File: src/info_frame_receiver_assert.svh
// ----------------------------------------------------------------------------
// info_frame_receiver_assert: assertion macros for the frame receiver.
// Each macro expands to a labeled concurrent assertion on clk, or to nothing
// when NO_ASSERTIONS is defined.
// ----------------------------------------------------------------------------
`ifndef INFO_FRAME_RECEIVER_ASSERT_SVH
`define INFO_FRAME_RECEIVER_ASSERT_SVH

`ifndef NO_ASSERTIONS

// Property checked only while reset is released.
`define IFR_ASSERT(lbl, prop) \
  lbl: assert property (@(posedge clk) disable iff (!rst_n) (prop)) \
    else $error("assertion failed");

// Property checked at every clock edge, reset included.
`define IFR_ASSERT_ALWAYS(lbl, prop) \
  lbl: assert property (@(posedge clk) (prop)) \
    else $error("assertion failed");

`else

`define IFR_ASSERT(lbl, prop)
`define IFR_ASSERT_ALWAYS(lbl, prop)

`endif

`endif

File: src/ifr_pkg.sv
// ----------------------------------------------------------------------------
// ifr_pkg: shared types and constants of the info frame receiver.
// Byte codes, result kinds, register indexes, phase type and the item that
// travels from the front end to the back end.
// ----------------------------------------------------------------------------
package ifr_pkg;

  // Special byte values on the line.
  localparam logic [7:0] FLAG_BYTE = 8'h7E;
  localparam logic [7:0] ESC_BYTE  = 8'h7D;
  localparam logic [7:0] ESC_FLAG  = 8'h5E;
  localparam logic [7:0] ESC_ESC   = 8'h5D;

  // Result kinds.
  localparam logic [1:0] KIND_PAYLOAD = 2'd0;
  localparam logic [1:0] KIND_ACCEPT  = 2'd1;
  localparam logic [1:0] KIND_REJECT  = 2'd2;
  localparam logic [1:0] KIND_BAD_ESC = 2'd3;

  // Configuration register indexes.
  localparam logic [1:0] CFG_ADDRESS  = 2'd0;
  localparam logic [1:0] CFG_SEQ_ZERO = 2'd1;
  localparam logic [1:0] CFG_SEQ_ONE  = 2'd2;

  // Configuration reset values.
  localparam logic [7:0] RST_ADDRESS  = 8'd3;
  localparam logic [7:0] RST_SEQ_ZERO = 8'd0;
  localparam logic [7:0] RST_SEQ_ONE  = 8'd64;

  // Receiver phase.
  typedef enum logic [2:0] {
    PH_HUNT = 3'd0,
    PH_FLAG = 3'd1,
    PH_ADDR = 3'd2,
    PH_CTRL = 3'd3,
    PH_DATA = 3'd4,
    PH_ESC  = 3'd5
  } phase_t;

  // Classified byte handed from the front end to the back end.
  typedef struct packed {
    logic [7:0] data;
    logic       is_flag;
    logic       is_esc;
    logic       is_esc_flag;
    logic       is_esc_esc;
  } ifr_item_t;

  // Configuration register set.
  typedef struct packed {
    logic [7:0] address;
    logic [7:0] seq_zero;
    logic [7:0] seq_one;
  } ifr_cfg_t;

endpackage

File: src/ifr_front.sv
// ----------------------------------------------------------------------------
// ifr_front: input stage of the info frame receiver.
// Takes one received byte per transfer, tags the special byte codes and
// holds the classified item until the queue takes it.
// ----------------------------------------------------------------------------
module ifr_front (
  input  logic              clk,
  input  logic              rst_n,
  input  logic              in_valid,
  output logic              in_ready,
  input  logic [7:0]        in_rx_byte,
  output logic              item_vld,
  input  logic              item_ready,
  output ifr_pkg::ifr_item_t item
);
  import ifr_pkg::*;

  logic      vld_r;
  logic      vld_nxt;
  ifr_item_t item_r;
  ifr_item_t item_nxt;

  // The stage is free when empty or when its item leaves this cycle.
  assign in_ready = !vld_r || item_ready;
  assign item_vld = vld_r;
  assign item     = item_r;

  // Byte classification.
  always_comb begin
    item_nxt.data        = in_rx_byte;
    item_nxt.is_flag     = (in_rx_byte == FLAG_BYTE);
    item_nxt.is_esc      = (in_rx_byte == ESC_BYTE);
    item_nxt.is_esc_flag = (in_rx_byte == ESC_FLAG);
    item_nxt.is_esc_esc  = (in_rx_byte == ESC_ESC);
  end

  // Occupancy of the stage.
  always_comb begin
    vld_nxt = vld_r;
    if (in_valid && in_ready) begin
      vld_nxt = 1'b1;
    end else if (item_ready) begin
      vld_nxt = 1'b0;
    end
  end

  always_ff @(posedge clk) begin
    if (!rst_n) begin
      vld_r <= 1'b0;
    end else begin
      vld_r <= vld_nxt;
    end
  end

  // Payload register.
  always_ff @(posedge clk) begin
    if (in_valid && in_ready) begin
      item_r <= item_nxt;
    end
  end

endmodule

File: src/ifr_queue.sv
// ----------------------------------------------------------------------------
// ifr_queue: two-entry queue between front end and back end.
// Lets either side stall on its own while the other keeps moving.
// ----------------------------------------------------------------------------
`include "info_frame_receiver_assert.svh"

module ifr_queue (
  input  logic               clk,
  input  logic               rst_n,
  input  logic               push_vld,
  output logic               push_ready,
  input  ifr_pkg::ifr_item_t push_item,
  output logic               pop_vld,
  input  logic               pop_ready,
  output ifr_pkg::ifr_item_t pop_item
);
  import ifr_pkg::*;

  ifr_item_t  entry_r [2];
  logic       wr_ptr_r;
  logic       wr_ptr_nxt;
  logic       rd_ptr_r;
  logic       rd_ptr_nxt;
  logic [1:0] cnt_r;
  logic [1:0] cnt_nxt;
  logic       push;
  logic       pop;

  assign push_ready = (cnt_r != 2'd2);
  assign pop_vld    = (cnt_r != 2'd0);
  assign pop_item   = entry_r[rd_ptr_r];
  assign push       = push_vld && push_ready;
  assign pop        = pop_vld && pop_ready;

  // Pointer and fill count update.
  always_comb begin
    wr_ptr_nxt = push ? ~wr_ptr_r : wr_ptr_r;
    rd_ptr_nxt = pop ? ~rd_ptr_r : rd_ptr_r;
    cnt_nxt    = cnt_r;
    if (push && !pop) begin
      cnt_nxt = cnt_r + 2'd1;
    end else if (pop && !push) begin
      cnt_nxt = cnt_r - 2'd1;
    end
  end

  always_ff @(posedge clk) begin
    if (!rst_n) begin
      wr_ptr_r <= 1'b0;
      rd_ptr_r <= 1'b0;
      cnt_r    <= 2'd0;
    end else begin
      wr_ptr_r <= wr_ptr_nxt;
      rd_ptr_r <= rd_ptr_nxt;
      cnt_r    <= cnt_nxt;
    end
  end

  // Entry storage.
  always_ff @(posedge clk) begin
    if (push) begin
      entry_r[wr_ptr_r] <= push_item;
    end
  end

  `IFR_ASSERT(a_cnt_range, cnt_r <= 2'd2)
  `IFR_ASSERT(a_full_ptrs, (cnt_r == 2'd2) |-> (wr_ptr_r == rd_ptr_r))
  `IFR_ASSERT(a_empty_ptrs, (cnt_r == 2'd0) |-> (wr_ptr_r == rd_ptr_r))

endmodule

File: src/ifr_back.sv
// ----------------------------------------------------------------------------
// ifr_back: frame state machine and result register.
// Checks the header, removes byte stuffing, delays payload bytes by one so
// the last one serves as the block check, and reports the frame verdict.
// ----------------------------------------------------------------------------
`include "info_frame_receiver_assert.svh"

module ifr_back (
  input  logic               clk,
  input  logic               rst_n,
  input  ifr_pkg::ifr_cfg_t  cfg,
  input  logic               item_vld,
  output logic               item_ready,
  input  ifr_pkg::ifr_item_t item,
  output logic               out_valid,
  input  logic               out_ready,
  output logic [1:0]         out_result_kind,
  output logic [7:0]         out_payload_byte,
  output logic               out_reply_seq
);
  import ifr_pkg::*;

  phase_t     phase_r;
  phase_t     phase_nxt;
  logic       frame_seq_r;
  logic       frame_seq_nxt;
  logic [7:0] held_byte_r;
  logic [7:0] held_byte_nxt;
  logic       held_valid_r;
  logic       held_valid_nxt;
  logic [7:0] xor_r;
  logic [7:0] xor_nxt;
  logic       out_vld_r;
  logic       out_vld_nxt;
  logic [1:0] kind_r;
  logic [7:0] byte_r;
  logic       seq_r;

  logic       pop;
  logic       hdr_ok;
  logic       take;
  logic [7:0] take_byte;
  logic       res_vld;
  logic [1:0] res_kind;
  logic [7:0] res_byte;
  logic       res_seq;

  // An item moves on when the result register is free or being emptied.
  assign item_ready = !out_vld_r || out_ready;
  assign pop        = item_vld && item_ready;

  // Header check against the control byte that matched.
  assign hdr_ok = (item.data ==
                   (cfg.address ^ (frame_seq_r ? cfg.seq_zero : cfg.seq_one)));

  // Next phase.
  always_comb begin
    phase_nxt = phase_r;
    if (pop) begin
      unique case (phase_r)
        PH_FLAG: begin
          if (item.data == cfg.address) begin
            phase_nxt = PH_ADDR;
          end else if (item.is_flag) begin
            phase_nxt = PH_FLAG;
          end else begin
            phase_nxt = PH_HUNT;
          end
        end
        PH_ADDR: begin
          if (item.data == cfg.seq_zero || item.data == cfg.seq_one) begin
            phase_nxt = PH_CTRL;
          end else if (item.is_flag) begin
            phase_nxt = PH_FLAG;
          end else begin
            phase_nxt = PH_HUNT;
          end
        end
        PH_CTRL: begin
          if (hdr_ok) begin
            phase_nxt = PH_DATA;
          end else if (item.is_flag) begin
            phase_nxt = PH_FLAG;
          end else begin
            phase_nxt = PH_HUNT;
          end
        end
        PH_DATA: begin
          if (item.is_flag) begin
            phase_nxt = PH_HUNT;
          end else if (item.is_esc) begin
            phase_nxt = PH_ESC;
          end else begin
            phase_nxt = PH_DATA;
          end
        end
        PH_ESC: begin
          if (item.is_esc_flag || item.is_esc_esc) begin
            phase_nxt = PH_DATA;
          end else begin
            phase_nxt = PH_HUNT;
          end
        end
        default: begin
          phase_nxt = item.is_flag ? PH_FLAG : PH_HUNT;
        end
      endcase
    end
  end

  // Results and data path updates for the item at hand.
  always_comb begin
    res_vld        = 1'b0;
    res_kind       = KIND_PAYLOAD;
    res_byte       = 8'd0;
    res_seq        = 1'b0;
    frame_seq_nxt  = frame_seq_r;
    held_byte_nxt  = held_byte_r;
    held_valid_nxt = held_valid_r;
    xor_nxt        = xor_r;
    take           = 1'b0;
    take_byte      = item.data;
    unique case (phase_r)
      PH_ADDR: begin
        if (item.data == cfg.seq_zero) begin
          frame_seq_nxt = 1'b1;
        end else if (item.data == cfg.seq_one) begin
          frame_seq_nxt = 1'b0;
        end
      end
      PH_CTRL: begin
        if (hdr_ok) begin
          held_byte_nxt  = 8'd0;
          held_valid_nxt = 1'b0;
          xor_nxt        = 8'd0;
        end
      end
      PH_DATA: begin
        if (item.is_flag) begin
          res_vld = 1'b1;
          if (held_valid_r && (held_byte_r == xor_r)) begin
            res_kind = KIND_ACCEPT;
            res_seq  = frame_seq_r;
          end else begin
            res_kind = KIND_REJECT;
            res_seq  = ~frame_seq_r;
          end
          held_byte_nxt  = 8'd0;
          held_valid_nxt = 1'b0;
          xor_nxt        = 8'd0;
        end else if (!item.is_esc) begin
          take = 1'b1;
        end
      end
      PH_ESC: begin
        if (item.is_esc_flag) begin
          take      = 1'b1;
          take_byte = FLAG_BYTE;
        end else if (item.is_esc_esc) begin
          take      = 1'b1;
          take_byte = ESC_BYTE;
        end else begin
          res_vld        = 1'b1;
          res_kind       = KIND_BAD_ESC;
          held_byte_nxt  = 8'd0;
          held_valid_nxt = 1'b0;
          xor_nxt        = 8'd0;
        end
      end
      default: begin
      end
    endcase
    // A data byte releases the held one and takes its place.
    if (take) begin
      if (held_valid_r) begin
        res_vld  = 1'b1;
        res_kind = KIND_PAYLOAD;
        res_byte = held_byte_r;
        xor_nxt  = xor_r ^ held_byte_r;
      end
      held_byte_nxt  = take_byte;
      held_valid_nxt = 1'b1;
    end
  end

  // Frame state registers.
  always_ff @(posedge clk) begin
    if (!rst_n) begin
      phase_r      <= PH_HUNT;
      frame_seq_r  <= 1'b0;
      held_byte_r  <= 8'd0;
      held_valid_r <= 1'b0;
      xor_r        <= 8'd0;
    end else begin
      phase_r <= phase_nxt;
      if (pop) begin
        frame_seq_r  <= frame_seq_nxt;
        held_byte_r  <= held_byte_nxt;
        held_valid_r <= held_valid_nxt;
        xor_r        <= xor_nxt;
      end
    end
  end

  // Result register occupancy.
  always_comb begin
    out_vld_nxt = out_vld_r;
    if (pop && res_vld) begin
      out_vld_nxt = 1'b1;
    end else if (out_ready) begin
      out_vld_nxt = 1'b0;
    end
  end

  always_ff @(posedge clk) begin
    if (!rst_n) begin
      out_vld_r <= 1'b0;
    end else begin
      out_vld_r <= out_vld_nxt;
    end
  end

  // Result payload.
  always_ff @(posedge clk) begin
    if (pop && res_vld) begin
      kind_r <= res_kind;
      byte_r <= res_byte;
      seq_r  <= res_seq;
    end
  end

  assign out_valid        = out_vld_r;
  assign out_result_kind  = kind_r;
  assign out_payload_byte = byte_r;
  assign out_reply_seq    = seq_r;

  `IFR_ASSERT_ALWAYS(a_held_in_frame,
                     held_valid_r |-> (phase_r == PH_DATA || phase_r == PH_ESC))
  `IFR_ASSERT(a_payload_has_held,
              (pop && res_vld && res_kind == KIND_PAYLOAD) |-> held_valid_r)
  `IFR_ASSERT(a_result_loaded, (pop && res_vld) |=> out_vld_r)

endmodule

File: src/info_frame_receiver.sv
// ----------------------------------------------------------------------------
// info_frame_receiver: byte-serial information frame deframer.
// Hunts for flag, address, control and header check, removes byte stuffing,
// checks the block check and reports accept, reject or a bad escape.
//
//   channel  direction  handshake              payload
//   in       input      in_valid / in_ready    in_rx_byte
//   out      output     out_valid / out_ready  out_result_kind,
//                                              out_payload_byte, out_reply_seq
//   cfg      input      cfg_valid / cfg_ready  cfg_index, cfg_data
//
// One byte is taken per cycle unless the output stalls; the byte state machine
// in the back end does all work for an item as it pops it, so the rate is one
// item a cycle. A result is loaded into the input register at its byte
// transfer, then into a queue entry and then into the result register, which
// presents it.
// Reset is synchronous and active low and needs no clearing pass.
// A stalled output fills the queue and then drops in_ready; cfg_ready is
// always high.
// ----------------------------------------------------------------------------
module info_frame_receiver (
  input  logic       clk,
  input  logic       rst_n,
  input  logic       in_valid,
  output logic       in_ready,
  input  logic [7:0] in_rx_byte,
  output logic       out_valid,
  input  logic       out_ready,
  output logic [1:0] out_result_kind,
  output logic [7:0] out_payload_byte,
  output logic       out_reply_seq,
  input  logic       cfg_valid,
  output logic       cfg_ready,
  input  logic [1:0] cfg_index,
  input  logic [7:0] cfg_data
);
  import ifr_pkg::*;

  ifr_cfg_t  cfg_r;
  ifr_cfg_t  cfg_nxt;
  logic      f_vld;
  logic      f_ready;
  ifr_item_t f_item;
  logic      q_vld;
  logic      q_ready;
  ifr_item_t q_item;

  // Configuration registers.
  assign cfg_ready = 1'b1;

  always_comb begin
    cfg_nxt = cfg_r;
    if (cfg_valid) begin
      unique case (cfg_index)
        CFG_ADDRESS:  cfg_nxt.address  = cfg_data;
        CFG_SEQ_ZERO: cfg_nxt.seq_zero = cfg_data;
        CFG_SEQ_ONE:  cfg_nxt.seq_one  = cfg_data;
        default:      cfg_nxt = cfg_r;
      endcase
    end
  end

  always_ff @(posedge clk) begin
    if (!rst_n) begin
      cfg_r.address  <= RST_ADDRESS;
      cfg_r.seq_zero <= RST_SEQ_ZERO;
      cfg_r.seq_one  <= RST_SEQ_ONE;
    end else begin
      cfg_r <= cfg_nxt;
    end
  end

  // Front end: accept and classify.
  ifr_front u_front (
    .clk        (clk),
    .rst_n      (rst_n),
    .in_valid   (in_valid),
    .in_ready   (in_ready),
    .in_rx_byte (in_rx_byte),
    .item_vld   (f_vld),
    .item_ready (f_ready),
    .item       (f_item)
  );

  // Queue between the two halves.
  ifr_queue u_queue (
    .clk        (clk),
    .rst_n      (rst_n),
    .push_vld   (f_vld),
    .push_ready (f_ready),
    .push_item  (f_item),
    .pop_vld    (q_vld),
    .pop_ready  (q_ready),
    .pop_item   (q_item)
  );

  // Back end: frame state machine and results.
  ifr_back u_back (
    .clk              (clk),
    .rst_n            (rst_n),
    .cfg              (cfg_r),
    .item_vld         (q_vld),
    .item_ready       (q_ready),
    .item             (q_item),
    .out_valid        (out_valid),
    .out_ready        (out_ready),
    .out_result_kind  (out_result_kind),
    .out_payload_byte (out_payload_byte),
    .out_reply_seq    (out_reply_seq)
  );

endmodule
File: config.mk
export PLATFORM = sky130hd
export DESIGN_NAME = info_frame_receiver
export DESIGN_NICKNAME = d
export VERILOG_FILES = /design/src/ifr_pkg.sv /design/src/ifr_front.sv /design/src/ifr_queue.sv /design/src/ifr_back.sv /design/src/info_frame_receiver.sv
export VERILOG_INCLUDE_DIRS = /design/src /design/src/src
export SDC_FILE = /design/constraint.sdc
export NUM_CORES = 1
export LEC_CHECK = 0
export ABC_CLOCK_PERIOD_IN_PS = 3440
export BUFFER_PORTS_ARGS = -buffer_cell sky130_fd_sc_hd__buf_2
export CAP_MARGIN = 40
export CORE_UTILIZATION = 50
export CTS_CLUSTER_DIAMETER = 200
export DETAILED_ROUTE_END_ITERATION = 12
export PLACE_DENSITY_LB_ADDON = 0.3
export SETUP_SLACK_MARGIN = 0.5
export SKIP_LAST_GASP = 1
export SLEW_MARGIN = 20
export SYNTH_ARGS = -nofsm -noshare
export SYNTH_HDL_FRONTEND = slang
export SYNTH_SLANG_ARGS = --single-unit
File: constraint.sdc
create_clock -name clk -period 3.44 [get_ports clk]
set_input_delay 0 -clock clk [delete_from_list [all_inputs] [get_ports clk]]
set_output_delay 0 -clock clk [all_outputs]
set_load 0.02 [all_outputs]
# Word level (Yosys, flattened, before mapping)
# Memories as Yosys holds them, arrays and structs flattened. A register that Yosys moved wholly into a read port is not among the register bits.
# Index checks and enable logic that the tools add are counted.
# W data, S select, Z words.
# classes
addsub,2
multipliers,0
n_div,0
magnitude_cmp,0
n_eq_ne,21
n_shift,0
muxes,62
bitwise_logic,5
n_reduce_logical,29
# op_table
operator,count
$mux W8,15
$pmux W8 S3,2
$eq A8 B8 Y1,5
$eq A8 B7 Y1 const B,4
$mux W1,27
$mux W2,8
$xor A8 B8 Y8,2
$mux W3,5
$pmux W3 S5,1
$reduce_and A2 Y1,5
$reduce_bool A2 Y1,5
$logic_and A1 B1 Y1,7
$eq A3 B2 Y1 const B,2
$eq A3 B3 Y1 const B,2
$ne A3 B1 Y1 const B,2
$ne A3 B3 Y1 const B,2
$reduce_and A6 Y1,1
$logic_not A1 Y1,4
$logic_or A1 B1 Y1,4
$pmux W1 S2,2
$pmux W2 S2,1
$reduce_bool A4 Y1,1
$eq A3 B1 Y1 const B,1
$not A1 Y1,3
8 further kinds,8
# word_totals
register_bits,74
latch_bits,0
ramBits,24
mem_bits_ro,0
in_bits,23
output_inout_bits,14
wordCells,141
mem_count,1
# memory_table
name,words,word_bits,read_ports,rd_ports_with_merged_regs,write_ports,line,rtl
u_queue.entry_r,2,12,1,1,1,ifr_queue.sv:19,ifr_item_t entry_r [2];

# Longest topological paths before layout
# Gate-level depths: netlist of the first run.
# depth
word_depth,7
mapped_depth,11
ltp_nobuf,7

# Modules after synthesis
# A second synthesis of the first run with hierarchy kept.
# hier_totals
hier_cells,423
area_unflattened_um2,4740.8
# by_module_without_submodules
module,instances,cells_each,area_per_inst_um2,seq_area_each_um2
ifr_back,1,243,2228.4,770.7
ifr_queue,1,61,1103.6,820.8
info_frame_receiver,1,94,945.9,480.5
ifr_front,1,25,462.9,380.4

# Least setup slack after synthesis of the first run
# Ideal clock, no wire load.
# synth_timing
path_type,register to register
start,reg with a tool-made name
end,"reg u_back.byte_r[0], in the netlist u_back.out_payload_byte[0], enable pin"
setup_ns,0.388
arrival_ns,2.230
required_ns,3.052
slack_ns,0.822
path_stages_with_launch,8
n_path_buf,2
synth_period_minus_slack_ns,2.618
cell_sequence,dfxtp_1 buf_6 buf_12 mux2i_1 nand4_1 a21boi_1 inv_1 a31oi_1
# synth_rtl
item,line,rtl
end signal: assignment,ifr_back.sv:227,byte_r <= res_byte;
end: declaration,ifr_back.sv:36,logic [7:0] byte_r;

==> out/metrics.cfg, run 1 <==
[drt]
wl_met2_mm = 4.296
routed_wl_mm = 9.046
first_pass_iters = 4
vias = 3100
drt-met1-wl_mm = 4.217
vias_per_cell = 5.290
dr.max_layer_used = met4
drc = 0
drt_iter0_drc = 131
antenna_left = 0
wl_per_cell_um = 15.44
route.met3.wl_um = 360

[floorplan]
die_h_um = 99.76
io_pins = 37
design.core.area_um2 = 9240
fp.dieW_um = 99.76
start_util = 0.5171
rows = 35
design.die.area_um2 = 9952

[yosys]
synth_top_area_share = 0.2954
ys_ff_latch = 99
synth_seq_area_share = 0.5132
yosysMostFrequentCell = dfxtp_1
avgSynthCellArea_um2 = 11.89
synthArstFlopShare = 0
synth_cell_types = 55
synthTopCellsByArea = edfxtp_1, dfxtp_1, mux2i_1
ys.flop_type = dfxtp_1
yosys.area.top_type = edfxtp_1
yosysWarnings = 0
syn_nets = 426
synth-edff-count = 47
synth_common_cells = dfxtp_1, edfxtp_1, mux2i_1
syn_area_um2 = 4778
synthCells = 402

[sta]
setup_viol = 0
worst_pin_slew_ns = 0.8219
fin_skew_ns = 0.01289
fmax_ghz = 0.3676
grt_setup_unrepaired = false
finalHoldViolCount = 0
tns_ns = 0
max_slew_margin = 0.4520
slew_violations = 0
finalCritPeriodShare = 0.7907
setup_ws_ns = 0.7200
period_minus_slack_ns = 2.720

[place]
port_buffers = 35
dpl.cell_count = 552
post-place-ws_ns = 0.6152
place_congestion = 0.8530
dpl.hpwl_mm = 6.466
place_area_um2 = 5052

[min_path]
hold_class = input port to flop

[clock_network]
worstSkewPairLatency_ns = 0.37
clockBufferDepth = 2
cts_made_buffers = 9
clk_pin_slew_ns = 0.09
cts_setup_buffers = 0
cts_sinks = 99
clockRootBuffer = clkbuf_8
cts_tree = built
htree_num_levels = 3

[outcome]
status = completed

[finish]
design_area_um2 = 5441
nets = 476
areaGrowthSynthToFinish_pct = 13.88
instances_no_fill = 586
n_antenna_cell = 0
layout-drive-gt1-share = 0.1729

[grt]
antenna_found_initial = 0
grt_max_degree = 53
grt_overflow = 0
grt_usage = 0.1984
grt_pass1_wl_mm = 15.18
first_global_vias = 3070

[power_and_ir_drop]
peakVddDrop_mv = 0.2915
p_leak_uw = 0.002103
cellPowerDensity_nw_per_um2 = 524.2

[worst_setup_path]
critPathMaxStageDelay_ns = 0.50
cp_max_fo = 9
start_kind = flop
critical-path-slowest-cell = dfxtp_1
worstPathRequired_ns = 3.70
worstSetupPathType = flop to flop
crit_chain = buf_4, mux2i_4, xnor3_1, nand4b_4, nor4_4, o21a_2, nand2b_4, and3_1
worstSetupEndpointType = flop
rrSetupSlack_ns = 0.72
worstPathArrival_ns = 2.98

[run]
maxCapViolCount = 0

[state kept, by name, summed over array words and instances (netlist names), 2 cells and up, named ones only]
name                     count
cfg_r                       24
u_queue.entry_r             24
u_front.item                12
u_back.held_byte_r           8
u_back.out_payload_byte      8
u_back.xor_r                 8
u_back.phase_r               3
u_back.out_result_kind       2
u_queue.cnt_r                2
[power breakdown]
part / internal [µW] / switching [µW] / leakage, µW
Sequential: 1320 / 82.1 / 0.000848
Combinational: 338 / 363 / 0.00116
Clock: 344 / 404 / 0.0000910
Total: 2000 / 849 / 0.00210
[per-layer routing]
layer / GRT usage / vias to the layer above
li1: - / 1546
met1: 0.2618 / 1463
met2: 0.3247 / 75
met3: 0.03373 / 16
met4: 0.08032 / 0
met5: 0 / -
[area by class of cell]
cell class              instances  area [µm²]
fillers                       764        3799
flip-flops and latches         99        2452
multi-input cells             274        2182
repair buffers                 62       422.9
well taps                     129       161.4
clock buffers                  10       127.6
clock inverters                 6       72.57
inverters                       6       22.52
[cell families after synthesis]
kind of cell	share of synthesized area
compound gates	0.08877
xor+xnor	0.09793
fa+ha+maj	0.002618
buf+inv	0.03194
flops	0.5132
mux	0.1126
other cells	0.0007848
simple gates	0.1521
[worst max-delay path, delay by kind of cell (launching register included)]
| kind | cells | cell delay (ns) |
|---|---|---|
| buf+inv | 1 | 0.22 |
| flops | 1 | 0.50 |
| simple gates | 4 | 0.85 |
| mux | 1 | 0.34 |
| compound gates | 1 | 0.32 |
| xor+xnor | 1 | 0.37 |
[timing repair]
item / 4_1_cts / 5_1_grt
endpoints found under the hold margin: 37 / 0
hold buffers: 18 / 0
endpoints found under the setup margin: 0 / 28
gates resized for setup: 0 / 3
[cells in the final DEF (no fill, tap or decap), types with 3 or more instances in the layout]
cell / synthesis / layout
dfxtp_1: 52 / 52
edfxtp_1: 47 / 47
buf_2: 1 / 35
mux2i_1: 33 / 32
xnor2_1: 29 / 29
nor2b_1: 24 / 24
nand2_1: 21 / 21
dlygate4sd3_1: 0 / 18
o21ai_0: 15 / 15
and2_1: 14 / 14
nor2_1: 12 / 12
and3_1: 10 / 10
xor2_1: 9 / 9
o211ai_1: 9 / 9
a21oi_1: 10 / 9
clkbuf_8: 0 / 9
buf_4: 1 / 9
nor4_1: 8 / 8
nand3_1: 7 / 7
o2111a_1: 7 / 7
nand2b_1: 6 / 6
mux2i_4: 6 / 6
xnor3_1: 6 / 6
inv_1: 5 / 5
nand3b_1: 4 / 4
mux2_2: 4 / 4
nor3_1: 4 / 4
mux2i_2: 2 / 3
a21boi_1: 3 / 3
or3_1: 3 / 3
clkinvlp_4: 0 / 3
[final timing paths]
kind / startpoint / end / depth (start not counted)
worst max-delay path: flop / u_back.held_byte_r[0] / 8
worst max register to register: flop / u_back.held_byte_r[0] / 8
worst min-delay path: cfg_index[1] / cfg_r[17] / 5
worst min register to register: u_front.item[2] / u_queue.entry_r[0][2] / 0
[metrics by stage]
step | hold WS [ns] | total power, µW | util
after floorplan | 0.09887 | 1989 | -
after global placement | 0.1895 | 2091 | 0.5460
after detailed placement | 0.1909 | 2110 | 0.5468
after CTS | 0.1671 | 2867 | 0.5879
after global routing | 0.2045 | 2995 | 0.5889
final | 0.1772 | 2852 | 0.5889
Power figures use the tool's default switching activity.
==> run 2: changes to the inputs <==
--- a/config.mk
+++ b/config.mk
@@ -6,7 +6,7 @@
 export SDC_FILE = /design/constraint.sdc
 export NUM_CORES = 1
 export LEC_CHECK = 0
-export ABC_CLOCK_PERIOD_IN_PS = 3440
+export ABC_CLOCK_PERIOD_IN_PS = 2600
 export BUFFER_PORTS_ARGS = -buffer_cell sky130_fd_sc_hd__buf_2
 export CAP_MARGIN = 40
 export CORE_UTILIZATION = 50
==> constraint.sdc (replaced) <==
create_clock -name clk -period 2.6 [get_ports clk]
set_input_delay 0 -clock clk [delete_from_list [all_inputs] [get_ports clk]]
set_output_delay 0 -clock clk [all_outputs]
set_load 0.02 [all_outputs]
==> out/metrics.cfg, run 2 (synthesis results as in run 1) <==
[finish]
areaGrowthSynthToFinish_pct = 23.36
design_area_um2 = 5894
multi_input_area_um2 = 2357
final_cell_mix = dfxtp_1, edfxtp_1, buf_2, mux2i_1, xnor2_1
layout-drive-gt1-share = 0.2615
nets = 497
seq_area_um2 = 2457
fillers = 699
layout_commonest_cell = dfxtp_1
n_antenna_cell = 0

[power_and_ir_drop]
p_int_uw = 2936
pwr-share-comb = 0.302
p_sw_uw = 1244
cellPowerDensity_nw_per_um2 = 709.2
power_uw = 4180
p_seq_frac = 0.444
swShare = 0.2976
p_leak_uw = 0.002295
p_clk_frac = 0.254
peakVddDrop_mv = 0.4552

[min_path]
min_path_cells = 2
hold_class = input port to flop
min_from = rst_n
holdPathEnd = cfg_r[17]

[worst_setup_path]
worstPathArrival_ns = 2.63
crit_chain = buf_12, mux2i_4, buf_6, xnor2_1, nor4_1, nand2_1, or4b_1, a21o_1, a21boi_1
start_kind = flop
cp_max_fo = 7
r2r_cells = 9
rrSetupSlack_ns = 0.25
critical-path-slowest-cell = or4b_1
worstSetupPathType = flop to flop
worstPathRequired_ns = 2.89
reg2reg_to = u_back.phase_r[1]
worstSetupEndpointType = flop
critPathMaxStageDelay_ns = 0.49

[clock_network]
clk_pin_slew_ns = 0.10
worstSkewPairLatency_ns = 0.36
htree_num_levels = 3
cts_tree = built
cts_sinks = 99
clockRootBuffer = clkbuf_8
cts_made_buffers = 9
clockBufferDepth = 2

[sta]
period_minus_slack_ns = 2.348
fin_skew_ns = 0.01316
finalCritPeriodShare = 0.9032
finalHoldViolCount = 0
tns_ns = 0
whs_ns = 0.1671
slew_violations = 0
grt_setup_unrepaired = true
setup_viol = 0
worst_pin_slew_ns = 0.7831
setup_ws_ns = 0.2516
fmax_ghz = 0.4258
max_slew_margin = 0.4779

[floorplan]
rows = 35
io_pins = 37
design.die.area_um2 = 9952
start_util = 0.5171
design.core.area_um2 = 9240
die_h_um = 99.76
fp.dieW_um = 99.76

[drt]
wl_per_cell_um = 15.42
drt_iter0_drc = 117
antenna_left = 0
vias = 3204
vias_per_cell = 5.278
first_pass_iters = 5
drc = 0
routed_wl_mm = 9.358

[place]
place_congestion = 0.8818
port_buffers = 35
place_area_um2 = 5129
dpl.hpwl_mm = 6.083
post-place-ws_ns = 0.2562

[grt]
antenna_found_initial = 0
grt_usage = 0.2001
grt_overflow = 0
first_global_vias = 3150
grt_pass1_wl_mm = 15.25
grt_max_degree = 53

[outcome]
status = completed

[run]
maxCapViolCount = 0

-- run 2: per-layer routing --
layer / part of all wire / vias up / global-route usage
li1: - / 1594 / -
met1: 0.46 / 1534 / 0.2616
met2: 0.50 / 67 / 0.3316
met3: 0.032 / 9 / 0.03725
met4: 0.012 / 0 / 0.07353
met5: 0 / - / 0
-- run 2: what timing repair did --
action / 4_1_cts / 5_1_grt
gates cloned: 2 / 1
buffers inserted: 11 / 6
endpoints found under the hold margin: 38 / 0
gates resized for setup: 24 / 19
setup endpoints to repair: 32 / 42
pin swaps: 12 / 8
hold buffers: 18 / 0
-- run 2: area by class of cell --
class                           instances  area share
Clock inverter                          4    0.009340
Sequential cell                        99      0.4169
Clock buffer                           12     0.02823
Inverter                                6    0.003821
Tap cell                              129     0.02738
Timing Repair Buffer                   82      0.1144
Multi-Input combinational cell        275      0.3999
-- run 2: power groups by stage --
stage | logic [µW] | clock network, µW | registers (µW)
finish | 1260 | 1060 | 1860
global route | 1350 | 1150 | 1880
CTS | 1180 | 1080 | 1850
detailed placement | 966 | 0 | 1880
global placement | 960 | 0 | 1880
floorplan | 798 | 0 | 1850
-- run 2: how the worst max path moves through the flow --
stage,startpoint,cells after the start,to,slack (ns)
floorplan,u_back.frame_seq_r,10,u_back.held_byte_r[0],0.37
global placement,flop,8,u_back.frame_seq_r,0.25
detailed placement,flop,8,u_back.held_byte_r[0],0.26
CTS,flop,8,u_back.frame_seq_r,0.28
global route,flop,8,u_back.phase_r[0],0.16
finish,flop,9,u_back.phase_r[1],0.25
-- run 2: critical path, delay by kind of cell (launching register included) --
kind | cells | cell delay (ns)
DFF | 1 | 0.38
buffers and inverters | 2 | 0.31
and+or+nand+nor | 3 | 0.85
muxes | 1 | 0.32
AOI/OAI and AO/OA | 2 | 0.28
xor gates and xnor gates | 1 | 0.12
-- run 2: stage by stage --
| step | std cells | utilization |
|---|---|---|
| after floorplan | 402 | - |
| after global placement | 553 | 0.5550 |
| after detailed placement | 553 | 0.5550 |
| after CTS | 600 | 0.6248 |
| after global routing | 607 | 0.6379 |
| final | 607 | 0.6379 |
==> run 3: changes to the inputs <==
--- a/config.mk
+++ b/config.mk
@@ -9,10 +9,12 @@
 export ABC_CLOCK_PERIOD_IN_PS = 2600
 export BUFFER_PORTS_ARGS = -buffer_cell sky130_fd_sc_hd__buf_2
 export CAP_MARGIN = 40
-export CORE_UTILIZATION = 50
+export CORE_UTILIZATION = 25
 export CTS_CLUSTER_DIAMETER = 200
 export DETAILED_ROUTE_END_ITERATION = 12
 export PLACE_DENSITY_LB_ADDON = 0.3
+export RECOVER_POWER = 50
+export REMOVE_ABC_BUFFERS = 1
 export SETUP_SLACK_MARGIN = 0.5
 export SKIP_LAST_GASP = 1
 export SLEW_MARGIN = 20
==> out/metrics.cfg, run 3 (synthesis results as in run 1) <==
[grt]
first_global_vias = 3121
grt_usage = 0.1099
grt_pass1_wl_mm = 16.64
antenna_found_initial = 0
grt_max_degree = 53
grt_overflow = 0

[worst_setup_path]
worstPathRequired_ns = 2.88
start_kind = flop
critPathMaxStageDelay_ns = 0.38
critical-path-slowest-cell = dfxtp_4
crit_top_cell = buf_12
cp_max_fo = 5
path_buf_inv = 2
path_delay_family = simple AND/OR/NAND/NOR gates
crit_chain = buf_12, buf_12, mux2i_4, xnor2_1, nor4_1, nand2_1, a211o_1, or3_1, a21boi_1
worstSetupEndpointType = flop
worstSetupPathType = flop to flop
worstPathArrival_ns = 2.60

[sta]
worst_pin_slew_ns = 1.433
slew_violations = 0
max_slew_margin = 0.04495
fin_skew_ns = 0.01058
period_minus_slack_ns = 2.319
fmax_ghz = 0.4312
finalCritPeriodShare = 0.8920
finalHoldViolCount = 0
grt_setup_unrepaired = true
tns_ns = 0
setup_viol = 0

[drt]
first_pass_iters = 6
drc = 0
wl_per_cell_um = 14.30
routed_wl_mm = 10.24
vias_per_cell = 4.473
drt_iter0_drc = 154
antenna_left = 0
vias = 3203

[place]
place_congestion = 0.7940
dpl.hpwl_mm = 7.118
dpl.cell_count = 666
port_buffers = 35

[power_and_ir_drop]
p_clk_frac = 0.313
p_leak_uw = 0.002291
cellPowerDensity_nw_per_um2 = 744.0
p_sw_uw = 1329
pwr-share-comb = 0.271
power_uw = 4483
swShare = 0.2964
p_int_uw = 3155
peakVddDrop_mv = 0.3409
p_seq_frac = 0.416

[clock_network]
htree_num_levels = 3
clockRootBuffer = clkbuf_16
cts_sinks = 99
clk_pin_slew_ns = 0.07
cts_made_buffers = 9
clockBufferDepth = 2
cts_tree = built
worstSkewPairLatency_ns = 0.36

[finish]
post-route-util = 0.3221
final_cell_mix = dfxtp_1, edfxtp_1, mux2i_1, xnor2_1
n_antenna_cell = 0
layout_commonest_cell = dfxtp_1
instances_no_fill = 716
areaGrowthSynthToFinish_pct = 26.11
nets = 501
layout-drive-gt1-share = 0.1929

[floorplan]
fp.dieW_um = 140.3
rows = 50
io_pins = 37
start_util = 0.2555
design.die.area_um2 = 19670
design.core.area_um2 = 18710
die_h_um = 140.3

[run]
maxCapViolCount = 0

[min_path]
hold_class = input port to flop

[outcome]
status = completed

==> run 3: changes by cell type in the layout (fill, tap and decap cells not counted), moves of 4 or more <==
cell | before | now
o21ai_1 | 5 | 0
clkbuf_8 | 10 | 0
o21ai_0 | 10 | 15
clkbuf_1 | 1 | 24
buf_2 | 35 | 12
buf_4 | 18 | 22
clkbuf_16 | 2 | 9
==> run 3: timing repair <==
| item | 4_1_cts | 5_1_grt |
|---|---|---|
| gates resized for setup | 9 | 21 |
| buffers inserted | 8 | 4 |
| pin swaps | 7 | 17 |
| endpoints found under the hold margin | 36 | 3 |
| gates cloned | 1 | 1 |
| hold buffers | 18 | 1 |
| setup endpoints to repair | 41 | 33 |
==> run 3: tightest hold or removal path: stages <==
cell and delay, ns:
clkbuf_1 0.11, nor3b_1 0.06, buf_4 0.19, mux2i_1 0.13
nand2_1 0.06
==> run 3: final timing paths <==
path	startpoint	end	slack [ns]	cells after the start
hold / removal	cfg_index[0]	cfg_r[17]	0.23	5
hold reg to reg	u_front.item[2]	u_queue.entry_r[1][2]	0.45	0
setup reg to reg	flop	u_back.frame_seq_r	0.28	9
setup / recovery	flop	u_back.frame_seq_r	0.28	9
==> run 3: final cells by class <==
class                           count  area [µm²]
Fill cell                        1845       12680
Sequential cell                    99        2456
Multi-Input combinational cell    275        2288
Timing Repair Buffer               86       654.4
Tap cell                          234       292.8
Clock buffer                        9       225.2
Clock inverter                      7       86.33
Inverter                            6       22.52
==> run 3: power by group through the flow <==
stage                     Combinational (µW)  Clock (µW)  Sequential (µW)
after CTS                               1150        1450             1860
final                                   1220        1400             1870
after global placement                   973           0             1880
after floorplan                          650           0             1900
after global routing                    1310        1510             1880
after detailed placement                 998           0             1880
==> run 3: through the flow <==
stage / area (µm²) / setup WS [ns] / hold slack (ns)
after floorplan: 4648 / -0.6687 / 0.06194
after global placement: 5264 / 0.1798 / 0.1953
after detailed placement: 5264 / 0.1555 / 0.2008
after CTS: 5911 / 0.2937 / 0.1873
after global routing: 6026 / 0.1996 / 0.2739
final: 6026 / 0.2808 / 0.2334
==> run 3: routing by layer <==
metal / vias to the layer above / wire length [µm] / track usage
li1: 1606 / - / -
met1: 1527 / 4730 / 0.1370
met2: 56 / 4980 / 0.1811
met3: 14 / 361 / 0.02632
met4: 0 / 165 / 0.04743
met5: - / 0 / 0
